File: config.mk
export PLATFORM = sky130hd
export DESIGN_NAME = sab_proj
export DESIGN_NICKNAME = d
export VERILOG_FILES = /design/src/design/sab_pkg.sv /design/src/design/sab_proj.sv
export SDC_FILE = /design/constraint.sdc
export NUM_CORES = 2
export LEC_CHECK = 0
export BUFFER_PORTS_ARGS = -buffer_cell sky130_fd_sc_hd__buf_4
export CORE_MARGIN = 4
export CORE_UTILIZATION = 47
export DETAILED_ROUTE_END_ITERATION = 6
export HOLD_SLACK_MARGIN = 0.08
export PLACE_DENSITY_LB_ADDON = 0.12
export SETUP_SLACK_MARGIN = 0.02
export SLEW_MARGIN = 20
export SYNTH_ARGS = -nofsm -noshare
export SYNTH_HDL_FRONTEND = slang
export SYNTH_SLANG_ARGS = --single-unit
export TNS_END_PERCENT = 50
File: constraint.sdc
create_clock -name clk -period 8.8 [get_ports clk]
set_input_delay 0.88 -clock clk [delete_from_list [all_inputs] [get_ports clk]]
set_output_delay 0.88 -clock clk [all_outputs]
set_load 0.03 [all_outputs]
File: src/design/sab_pkg.sv
// shared types and constants for the slab bounds block
`default_nettype none

package sab_pkg;

  localparam int IDX_W      = 4;
  localparam int AXC_W      = 16;
  localparam int CRD_W      = 24;
  localparam int RAD_W      = 23;
  localparam int BND_W      = 28;
  localparam int PROD_W     = CRD_W + AXC_W;
  localparam int SUM_W      = PROD_W + 2;
  localparam int FRAC_SH    = 14;
  localparam int CNTREG_W   = 5;
  localparam int IN_TDATA_W = 152;
  localparam int OUT_TDATA_W = 64;

  typedef enum logic [1:0] {
    ST_IDLE,
    ST_SPHERE,
    ST_DRAIN
  } state_t;

  typedef struct packed {
    logic signed [AXC_W-1:0] z;
    logic signed [AXC_W-1:0] y;
    logic signed [AXC_W-1:0] x;
  } axis_t;

  typedef struct packed {
    axis_t                   ax;
    logic signed [BND_W-1:0] lo;
    logic signed [BND_W-1:0] hi;
  } cell_t;

endpackage

`default_nettype wire

File: src/design/sab_proj.sv
// projection stage: dot product of the head entry, then bounds update
`default_nettype none

module sab_proj import sab_pkg::*; (
  input  logic                    clk,
  input  logic                    step,
  input  logic                    upd,
  input  logic                    first,
  input  logic signed [CRD_W-1:0] cx,
  input  logic signed [CRD_W-1:0] cy,
  input  logic signed [CRD_W-1:0] cz,
  input  logic [RAD_W-1:0]        radius,
  input  cell_t                   ent_in,
  output cell_t                   ent_out
);

  cell_t                    ent_r;
  logic                     upd_r;
  logic signed [PROD_W-1:0] px_r;
  logic signed [PROD_W-1:0] py_r;
  logic signed [PROD_W-1:0] pz_r;
  logic signed [SUM_W-1:0]  sum;
  logic signed [BND_W-1:0]  d;
  logic signed [BND_W-1:0]  dm;
  logic signed [BND_W-1:0]  dp;
  logic signed [BND_W-1:0]  rad_ext;

  always_ff @(posedge clk) begin
    if (step) begin
      ent_r <= ent_in;
      upd_r <= upd;
      px_r  <= cx * ent_in.ax.x;
      py_r  <= cy * ent_in.ax.y;
      pz_r  <= cz * ent_in.ax.z;
    end
  end

  always_comb begin
    sum     = SUM_W'(px_r) + SUM_W'(py_r) + SUM_W'(pz_r);
    // floor by the axis fraction bits
    d       = sum[SUM_W-1:FRAC_SH];
    rad_ext = $signed({{(BND_W-RAD_W){1'b0}}, radius});
    dm      = d - rad_ext;
    dp      = d + rad_ext;
    ent_out = ent_r;
    if (upd_r) begin
      if (first || dm < ent_r.lo) begin
        ent_out.lo = dm;
      end
      if (first || dp > ent_r.hi) begin
        ent_out.hi = dp;
      end
    end
  end

endmodule

`default_nettype wire

# Word-level counts from Yosys, hierarchy flattened
# Cells that the tools add are included.
[classes]
bitwise = 0
reduce_logical = 2
n_mux = 3
magnitude_cmp = 2
n_addsub = 4
n_div = 0
n_mul = 3
n_eq_ne = 0
shift = 0
[op_table]
columns = ["operator", "n"]
rows = [
  ["$mul A24 B16 Y40", 3],
  ["$mux W28", 2],
  ["$mux W56", 1],
  ["$add A41 B40 Y42", 1],
  ["$add A40 B40 Y41", 1],
  ["$add A28 B24 Y28", 1],
  ["$gt A28 B28 Y1", 1],
  ["$lt A28 B28 Y1", 1],
  ["$sub A28 B24 Y28", 1],
  ["$logic_or A1 B1 Y1", 2],
]
[word_totals]
regBits = 225
mem_count = 0
latch_bits = 0
mem_bits_rw = 0
mem_bits_ro = 0

# Logic depth before layout (Yosys ltp)
[logic_depth]
word_depth = 7
ltp_mapped = 38

# Worst setup path before layout
# OpenSTA, ideal clock, no wires.
[synth_timing]
kind = "register -> output"
from = "reg px_r[9]"
to = "out ent_out[0] (netlist name)"
stages_incl_launch_ff = 37
slack_ns = 0.292
t_arrival_ns = 7.628
cell_sequence = "edfxtp_1 > inv_1 > fa_1 > inv_1 > ha_1 > and4_1 > a21oi_1 > a21oi_1 > o21a_1 > o21ai_0 > nand2b_1 > a21oi_1 > xnor2_1 > ha_1 > clkbuf_1 > nor4_1 > o31ai_1 > a31oi_1 > a41oi_1 > a21oi_1 > o22ai_1 > o31a_1 > nor3_2 > and4_1 > nor2_1 > ha_1 > nand4_1 > or3_1 > inv_1 > nand3_1 > nor4_1 > a2111oi_0 > mux2_2 > o211ai_1 > clkbuf_1 > clkbuf_1 > o21ai_0"
[synth_rtl]
columns = ["element", "line_no", "rtl"]
rows = [
  ["start: declaration", "sab_proj.sv:19", "logic signed [PROD_W-1:0] px_r;"],
  ["start signal: assignment", "sab_proj.sv:32", "px_r <= cx * ent_in.ax.x;"],
  ["end: declaration", "sab_proj.sv:14", "output cell_t ent_out"],
]

==> impl_metrics.json <==
{
  "setup_violations": 28,
  "ctsRootBufferMaster": "clkbuf_16",
  "fmax_mhz": 110,
  "firstDrtPassIters": 5,
  "grt_pass1_wl_um": 239000,
  "drc": 0,
  "drt_first_iter_violations": 2227,
  "crit_fanout": 7,
  "setup_ws_ps": -264,
  "synthCells": 5799,
  "slowest_delay_ps": 510,
  "worstSetupStartpoint": "pz_r[14]",
  "final_cells": 7504,
  "fp-row-count": 125,
  "finalCritPeriodShare": 1.03,
  "cts_buffers": 34,
  "rsz0062_at_grt": "yes",
  "ys_seq_area_frac": 0.123,
  "wl_met1_um": 66000,
  "dr_wl_met2_um": 71900,
  "dpl.hpwl_um": 120000,
  "hp-class": "input pin to register",
  "synthArstFlopShare": 0,
  "antenna_found_initial": 3,
  "syn_area_um2": 55100,
  "slowest_stage": "fa_1",
  "area_growth_pct": 9.87,
  "dpl-instance-area_um2": 58500,
  "synth_fp_nets": 7601,
  "grt_pass1_vias": 42199,
  "path_class": "register to output pin",
  "multi_input_area_um2": 42800,
  "final_cell_mix": "inv_1, fa_1, nand2_1",
  "maxSlewHeadroom": 0.373,
  "numPlacedInstances": 7429,
  "highest_layer": "met4",
  "min_from": "ent_in[20]",
  "fin_nets": 7758,
  "fill_cells": 10865,
  "clock_tree.buffer_depth": 3,
  "fin_tns_setup_ps": -6230,
  "fin_crit_ps": 9060,
  "synth_cell_types": 77,
  "num_io_pins": 307,
  "max_cap_viol_count": 0,
  "place.gp.congestion": 0.917,
  "wl_met3_um": 8530,
  "portBuffers": 306,
  "cp-end-kind": "output pin",
  "fin_area_um2": 60500,
  "fp.dieW_um": 350,
  "final-hold-violation-count": 0,
  "n_antenna_cell": 0,
  "vias": 39655,
  "cp-endpoint": "ent_out[16]",
  "ys_ff_latch": 225,
  "ys.flop_type": "edfxtp_1",
  "fp.dieH_um": 350,
  "outcome": "complete, but fails checks",
  "worst_slew_pin_slew_ps": 937,
  "drive_gt1_frac": 0.0901,
  "synth_edf_count": 225,
  "ant_nets": 0,
  "preCtsSetupSlack_ps": -220,
  "routed_wirelength_um": 150000,
  "track_usage": 0.250,
  "ys_warn_count": 0,
  "layout_commonest_cell": "inv_1",
  "htree_levels": 2,
  "wl_per_cell_um": 19.9,
  "drt-vias-per-instance": 5.28,
  "cts_tree": "yes",
  "regArea_um2": 6760,
  "required_ps": 7920,
  "cts_sinks": 225,
  "grt_max_degree": 102,
  "initial_core_util": 0.473,
  "drv_slew": 0,
  "die-area_um2": 123000,
  "grt_overflow": 0,
  "core_um2": 116000,
  "cp.arrival_ps": 8180,
  "violations": "negative setup slack",
  "start_kind": "register",
  "avgSynthCellArea_um2": 9.50,
  "clk_pin_slew_ps": 60
}
registers in the layout (all words and copies together) (netlist names):
name	cells
py_r	40
px_r	40
upd_r	1
pz_r	40
ent_r	56
ent_out	48
metal layers:
layer  up-vias  global-route usage
li1      17877                   -
met1     20494               0.353
met2      1116               0.420
met3       168              0.0283
met4         0              0.0524
met5         -                   0
Yosys cell counts, drive strengths merged, types with 5 or more instances:
cell,instances,share of area
nand4,30,0.0034
o2111ai,5,0.00079
a31oi,15,0.0017
o21ai,92,0.0084
xnor2,152,0.024
a311o,5,0.00091
a21o,95,0.013
nand2,777,0.053
nand3b,6,0.00082
o211a,6,0.0011
buf,52,0.0069
xor2,49,0.0078
mux2,25,0.0051
nor4,7,0.00091
fa,1163,0.42
a211oi,7,0.00095
and2,408,0.046
nand3,27,0.0025
o21bai,37,0.0050
a2111oi,11,0.0018
or4b,5,0.00098
ha,436,0.099
o21a,27,0.0037
and3,16,0.0018
o31ai,10,0.0016
nor3,26,0.0025
nand2b,92,0.010
or3,6,0.00068
edfxtp,225,0.12
a211o,7,0.0011
clkbuf,192,0.013
o211ai,13,0.0018
and4,7,0.0011
or2,5,0.00057
a21boi,8,0.0011
nor2,139,0.0095
a21oi,210,0.019
nor3b,8,0.0012
nor2b,25,0.0028
inv,1323,0.090
how the worst min path moves through the flow:
stage	to	cells after the start
floorplan	ent_out[100]	0
global placement	ent_r[37]	1
detailed placement	ent_r[0]	1
CTS	ent_r[54]	1
global route	ent_r[54]	1
finish	ent_r[20]	1
cell families (layout without fill, tap and decap cells):
group                    Yosys count  count (layout)  share of synthesized area
adder cells (fa/ha/maj)         1599            1599                      0.522
XOR/XNOR                         201             201                     0.0320
AND/OR/NAND/NOR                 1592            1592                      0.140
buffers and inverters           1567            1748                      0.110
AO/OA/AOI/OAI                    589             589                     0.0686
flip-flops                       225             225                      0.123
multiplexers                      26              26                    0.00529
stage by stage:
| stage | utilization | hold WS, ps |
|---|---|---|
| floorplan | - | 979 |
| global placement | 0.503 | 1060 |
| detailed placement | 0.503 | 1060 |
| CTS | 0.518 | 423 |
| global route | 0.520 | 437 |
| finish | 0.520 | 467 |
critical path: cells and delay by family (launching register included):
kind	cells	cell delay, ps
AOI/OAI and AO/OA	14	2380
and+or+nand+nor	11	1840
adders and majority gates	4	1430
buffers and inverters	6	870
DFF	1	400
xor gates and xnor gates	2	400
muxes	1	280
cell type report:
| class | instances | share of cell area |
|---|---|---|
| multi-input cells | 4007 | 0.707 |
| flip-flops and latches | 225 | 0.112 |
| inverters | 1323 | 0.0821 |
| repair buffers | 365 | 0.0486 |
| well taps | 1524 | 0.0315 |
| clock buffers | 42 | 0.0149 |
| clock inverters | 18 | 0.00397 |
what timing repair did:
| action | in CTS | in global routing |
|---|---|---|
| gates cloned | 5 | 0 |
| gates resized for setup | 91 | 67 |
| endpoints found under the setup margin | 56 | 56 |
| setup buffers | 11 | 0 |
| pin swaps | 36 | 11 |
| hold buffers | 0 | 0 |
Power is not shown: default switching activity piles up to over one toggle a cycle in this logic, so the estimate is an artifact.
