### config.mk
export PLATFORM = sky130hd
export DESIGN_NAME = sab_cell
export DESIGN_NICKNAME = d
export VERILOG_FILES = /design/src/design/sab_pkg.sv /design/src/design/sab_cell.sv
export SDC_FILE = /design/constraint.sdc
export NUM_CORES = 1
export LEC_CHECK = 0
export ABC_AREA = 1
export ABC_CLOCK_PERIOD_IN_PS = 4900
export BUFFER_PORTS_ARGS = -buffer_cell sky130_fd_sc_hd__buf_2
export CAP_MARGIN = 20
export CORE_AREA = 2 2 102 104
export DETAILED_ROUTE_END_ITERATION = 16
export DIE_AREA = 0 0 104 106
export PLACE_DENSITY = 0.81
export SLEW_MARGIN = 25
export SYNTH_ARGS = -nofsm -noshare
export SYNTH_HDL_FRONTEND = slang
export SYNTH_SLANG_ARGS = --single-unit
### constraint.sdc
create_clock -name clk -period 4.9 [get_ports clk]
set_input_delay 0.98 -clock clk [delete_from_list [all_inputs] [get_ports clk]]
set_output_delay 0.98 -clock clk [all_outputs]
set_load 0.02 [all_outputs]
### src/design/sab_pkg.sv
// shared types and constants for the slab bounds block
`default_nettype none

package sab_pkg;

  localparam int IDX_W      = 4;
  localparam int AXC_W      = 16;
  localparam int CRD_W      = 24;
  localparam int RAD_W      = 23;
  localparam int BND_W      = 28;
  localparam int PROD_W     = CRD_W + AXC_W;
  localparam int SUM_W      = PROD_W + 2;
  localparam int FRAC_SH    = 14;
  localparam int CNTREG_W   = 5;
  localparam int IN_TDATA_W = 152;
  localparam int OUT_TDATA_W = 64;

  typedef enum logic [1:0] {
    ST_IDLE,
    ST_SPHERE,
    ST_DRAIN
  } state_t;

  typedef struct packed {
    logic signed [AXC_W-1:0] z;
    logic signed [AXC_W-1:0] y;
    logic signed [AXC_W-1:0] x;
  } axis_t;

  typedef struct packed {
    axis_t                   ax;
    logic signed [BND_W-1:0] lo;
    logic signed [BND_W-1:0] hi;
  } cell_t;

endpackage

`default_nettype wire

### src/design/sab_cell.sv
// one ring cell: holds an axis entry and its running bounds
`default_nettype none

module sab_cell import sab_pkg::*; (
  input  logic  clk,
  input  logic  shift,
  input  cell_t nbr,
  input  logic  load_en,
  input  axis_t load_axis,
  output cell_t ent
);

  cell_t ent_r;

  always_ff @(posedge clk) begin
    if (shift) begin
      ent_r <= nbr;
    end else if (load_en) begin
      ent_r.ax <= load_axis;
    end
  end

  assign ent = ent_r;

endmodule

`default_nettype wire

After elaboration in Yosys (flattened, before gate mapping)
Index checks and enable logic that the tools add are counted.
{"block": "word_totals", "register_bits": 104, "inputBits": 155, "out_inout_bits": 104}
{"block": "op_classes", "mux": 2, "n_reduce_logical": 1}
{"op": "$mux W48", "n": 2}
{"op": "$reduce_bool A2 Y1", "n": 1}

Logic depth before layout (Yosys ltp)
Gate-level depths: netlist (run 1).
{"block": "logic_depth", "word_depth": 2, "mapped_depth": 6, "depth_no_buf": 3}

Worst setup path before layout (run 1)
No wires, ideal clock.
{"block": "synth_timing", "path_kind": "input port to flip-flop", "from": "input port shift", "to": "register ent_r, in the netlist ent[100] (enable)", "arrival_ps": 2328, "setup_slack_ps": 2164, "cell_stages": 3, "n_path_buf": 2, "path_cell_list": "buf_2 buf_6 or2_1"}
{"block": "synth_between", "elab_chain_cells": 1}
{"element": "start, declared", "line": "sab_cell.sv:6", "text": "input logic shift,"}
{"element": "$reduce_bool A2 Y1 (no source line)"}
{"element": "end signal, assigned", "line": "sab_cell.sv:17", "text": "ent_r <= nbr;"}
{"element": "end, declared", "line": "sab_cell.sv:13", "text": "cell_t ent_r;"}
No other way between the ends.
A chain may end at the register's enable or synchronous reset.

Final worst setup path (run 1)
{"block": "layout_timing", "from": "input port shift", "to": "register ent_r, in the netlist ent[40] (enable)"}
No word-level cell between the ends.

==> out/metrics.yaml, run 1 <==
first_global_vias: 2851
crit_type: "primary input to flop"
synthMuxAreaShare_pct: 0
slew-limit-headroom_pct: 47.5
finish.utilization_pct: 53.3
synth.avg_cell_area_sq_um: 14.4
clock_path_buffers: 2
clkSinkCount: 104
synth_compound_area_share_pct: 0
overflow: 0
power_density_mw_per_mm2: 357
status: "complete, no violations"
root_buffer: "clkbuf_8"
worst_slew_pin_slew_ps: 786
largest_register_ffs: 104
ir_drop_mv: 0.151
drive_above_1_share_pct: 52.8
seq_area_frac_synth_pct: 83.1
final_hold_viol_count: 0
postPlaceCellArea_sq_mm: 0.00514
cts_hold_buf: 0
grt_first_pass_wirelength_um: 14100
wire_per_inst_um: 14.0
synth_cell_types: 7
required_ps: 4900
rsz0062_at_grt: "false"
cp_data_arrival_time_ps: 2070
dp_hpwl_um: 7110
placementRows: 37
drtIter0Drc: 158
cts-buffers-inserted: 9
placement.io_buffers: 258
period_share_pct: 42.3
min_path_type: "primary input to flop"
chipWidth_um: 104
antenna_found_initial: 1
holdWs_ps: 782
max-cap-violations: 0
design_area_sq_mm: 0.00533
start_kind: "primary input"
die_h_um: 106
synth-xor-area-share_pct: 0
final_cell_mix: "buf_2, nand2_1, edfxtp_1"
crit_path_max_fanout: 68
holdCritStartpoint: "nbr[31]"
post_cts_buffers: 0
synth_nets: 416
crit_path_start: "shift"
crit_top_cell: "buf_4"
endpoint_kind: "flop"
finalSetupViolations: 0
endpoint: "ent[40]"
cts_tree: "done"
wirelength_um: 9250
p_leak_nw: 2.59
grtUsageTotal_pct: 16.6
period_needed_ps: 2070
synth_adder_area_share_pct: 0
start_util_pct: 37.6
yosys.area_share.simple_pct: 14.6
cpLargestDelayFamily: "buffers and inverters"
cp_slowest_cell: "buf_4"
path_cells: "buf_4, buf_4"
cp_num_buf_inv: 2
cp.depth: 2
max_freq_mhz: 483
synth_area_sq_mm: 0.00376
ant_nets: 0
finalMaxSlewViolations: 0
dieArea_sq_mm: 0.0110
fillers: 876
diodes: 0
yosysWarnings: 0
drtPass1Iterations: 4
io_pins: 259
path_clk_slew_ps: 110
area_delta_synth_final_pct: 42.0
final_common_cell: "buf_2"
nets: 675
dp_cells: 645
gp_congestion: 0.719
drcViolationCount: 0
finalNonFillerCells: 661
vias_per_cell: 4.43
core_sq_mm: 0.0100
grt_max_degree: 69
slowest_delay_ps: 690
synthCells: 261
dr_total_vias: 2928
ys_ff_latch: 104
timing.setup.tns_ps: 0
htree_levels: 3
synth_top_family_by_area: "simple AND/OR/NAND/NOR gates"
ctsResizeCount: 0
how the worst min path moves through the flow:
stage	slack, ps	to	cells past startpoint
2_1_floorplan	1080	ent[0]	0
6_report	780	ent[31]	1
3_3_place_gp	1160	ent[8]	1
4_1_cts	760	ent[6]	1
3_5_place_dp	1160	ent[44]	1
5_1_grt	760	ent[6]	1
Yosys cell counts (all sizes together):
library cell | n | share of area [%]
nand2 | 144 | 14
edfxtp | 104 | 83
buf | 11 | 2.2
inv | 1 | 0.10
or2 | 1 | 0.17
power breakdown:
part           internal, W  switching (W)  leakage (nW)
combinational     0.000111       0.000200          1.46
clock             0.000195       0.000307        0.0936
sequential         0.00107      0.0000205          1.04
per-layer routing:
metal / routed length, um / global-route usage, % / up-vias
met5: 13 / 0 / -
met4: 204 / 7.05 / 2
met3: 770 / 4.66 / 18
met2: 4830 / 29.6 / 186
met1: 3430 / 18.9 / 1321
li1: - / - / 1401
metrics by stage:
stage | setup WS [ps] | power, W
3_3_place_gp | 2250 | 0.00142
2_1_floorplan | 2160 | 0.00127
6_report | 2830 | 0.00190
5_1_grt | 2690 | 0.00198
3_5_place_dp | 2170 | 0.00143
4_1_cts | 2570 | 0.00192
final cells by class:
type                    count  area [sq um]  share of cell area [%]
repair buffers            259          1300                    24.4
clock inverters             7          61.3                    1.15
flip-flops and latches    104          3120                    58.6
well taps                 136           170                    3.19
multi-input cells         145           549                    10.3
clock buffers               9           124                    2.32
inverters                   1          3.75                  0.0704
logic make-up after synthesis:
logic type,Yosys count
and+or+nand+nor,145
buffers and inverters,12
DFF,104
Note: power is estimated with default switching activity, not from simulation.
==> inputs of run 2 (changes only) <==
ABC_CLOCK_PERIOD_IN_PS = 1660   (was 4900)
CORE_AREA = not set   (was 2 2 102 104)
CORE_MARGIN = 1.5   (was not set)
CORE_UTILIZATION = 37   (was not set)
DIE_AREA = not set   (was 0 0 104 106)
PLACE_DENSITY = 0.83   (was 0.81)
clock period = 1.66 ns   (was 4.9 ns; I/O delays follow)
==> run 2 against run 1 <==
  * Core utilization up 1.4 points
  * Die area down 2.3%
  * Non-clock buffer count up 3
  * Sequential power rose to 3.0 times the previous value
  * Clock power rose to 2.9 times the previous value
  * Sequential cell count unchanged
  * Setup slack worse by 2400 ps
  * Critical path type is now flop to output pin
  * Largest cell class unchanged
==> out/metrics.yaml, run 2 (synthesis gave the netlist of run 1 again) <==
post_cts_buffers: 0  # unchanged
grt_first_pass_wirelength_um: 14200  # +1.1%
final_hold_viol_count: 0  # unchanged
ant_nets: 0  # unchanged
max-cap-violations: 0  # unchanged
regArea_sq_mm: 0.00312  # unchanged
max_freq_mhz: 795
final_cell_mix: "buf_2, nand2_1, edfxtp_1"
cp_slowest_cell: "edfxtp_1"
grt_max_degree: 60  # -13%
core_sq_mm: 0.00982  # -1.8%
power_density_mw_per_mm2: 1040  # +190%
required_ps: 1330  # -3570 ps
dp_cells: 645  # unchanged
cp_num_buf_inv: 1  # -1
cts-buffers-inserted: 9  # unchanged
cts_tree: "done"
clock_path_buffers: 2  # unchanged
cts_hold_buf: 0  # unchanged
ctsResizeCount: 0  # unchanged
holdCritStartpoint: "nbr[39]"
placementRows: 36  # -2.7%
grtUsageTotal_pct: 17.4  # +0.71 points
min_to: "ent[39]"
slew-limit-headroom_pct: 48.5  # +0.99 points
dieArea_sq_mm: 0.0108  # -2.3%
chipWidth_um: 104  # -0.24%
slowest_delay_ps: 400  # -290 ps
rsz0062_at_grt: "false"
whs_path_depth: 1  # unchanged
period_share_pct: 75.8
first_global_vias: 2917  # +2.3%
crit_path_max_fanout: 1  # -99%
finalMaxSlewViolations: 0  # unchanged
largest_register_ffs: 104  # unchanged
start_util_pct: 38.3  # +0.69 points
period_needed_ps: 1260
wire_per_inst_um: 14.0  # -0.16%
die_h_um: 104  # -2.1%
path_cells: "buf_2"
multi_input_area_sq_um: 547  # -0.46%
cp_data_arrival_time_ps: 930  # -1140 ps
nets: 678  # +0.44%
drtIter0Drc: 110  # -30%
finalNonFillerCells: 662  # +0.15%
antenna_found_initial: 2  # +1
final_common_cell: "buf_2"
io_pins: 259  # unchanged
vias_per_cell: 4.37  # -1.3%
overflow: 0  # unchanged
finalSetupViolations: 0  # unchanged
dp_hpwl_um: 7080  # -0.36%
place_ws_ps: 189  # -1990 ps
fillers: 866  # -1.1%
clkSinkCount: 104  # unchanged
ir_drop_mv: 0.441  # +190%
htree_levels: 3  # unchanged
crit_type: "flop to output pin"
status: "complete, no violations"
drtPass1Iterations: 4  # unchanged
area_delta_synth_final_pct: 43.0
cpLargestDelayFamily: "flip-flops"
dr_total_vias: 2893  # -1.2%
wirelength_um: 9250  # about the same
endpoint_kind: "output pin"
worst_slew_pin_slew_ps: 771  # -14.8 ps
path_clk_slew_ps: 100  # about the same
start_kind: "flop"
placement.io_buffers: 258  # unchanged
cp.depth: 1  # -1
timing.setup.tns_ps: 0  # unchanged
min_path_type: "primary input to flop"
drive_above_1_share_pct: 52.7  # -0.11 points
p_leak_nw: 2.61  # +0.69%
gp_congestion: 0.781  # +8.6%
drcViolationCount: 0  # unchanged
root_buffer: "clkbuf_8"
setup_slack_ps: 401  # -2430 ps
run 2: cell count changes in the layout (fill, tap and decap cells not counted), sizes merged:
cell | before | now
clkinv | 3 | 4
inv | 4 | 3
buf | 259 | 262
diode | 0 | 1
run 2: stage by stage:
step	hold WS [ps]	utilization, %	total power [W]	area, sq um
3_3_place_gp	509	52.8	0.00419	5190
5_1_grt	115	54.7	0.00580	5370
2_1_floorplan	431	-	0.00375	3760
4_1_cts	114	54.7	0.00564	5370
6_report	139	54.7	0.00558	5370
3_5_place_dp	510	52.8	0.00421	5190
run 2: worst max-delay path by stage:
| stage | startpoint | endpoint | slack (ps) |
|---|---|---|---|
| after CTS | ent[98] | ent[98] | 370 |
| after global routing | ent[79] | ent[79] | 350 |
| after global placement | shift | ent[97] | 270 |
| final | ent[36] | ent[36] | 400 |
| after floorplan | shift | ent[100] | 40 |
| after detailed placement | shift | ent[102] | 190 |
run 2: power by group:
part	switching (W)	total [W]	internal (W)
Combinational	0.000585	0.000922	0.000337
Sequential	0.0000582	0.00322	0.00316
Clock	0.000873	0.00144	0.000562
run 2: layer usage:
metal | vias to the layer above | track usage (%) | wire [um]
met5 | - | 0 | 13
li1 | 1408 | - | -
met3 | 24 | 5.41 | 760
met4 | 2 | 8.43 | 256
met1 | 1287 | 17.1 | 3300
met2 | 172 | 32.7 | 4920
run 2: area by class of cell:
cell class                      count  area share (%)
Sequential cell                   104            58.2
Timing Repair Buffer              262            25.1
Multi-Input combinational cell    145            10.2
Tap cell                          133            3.10
Clock buffer                        9            2.31
Clock inverter                      7            1.03
Inverter                            1          0.0699
Antenna cell                        1          0.0466
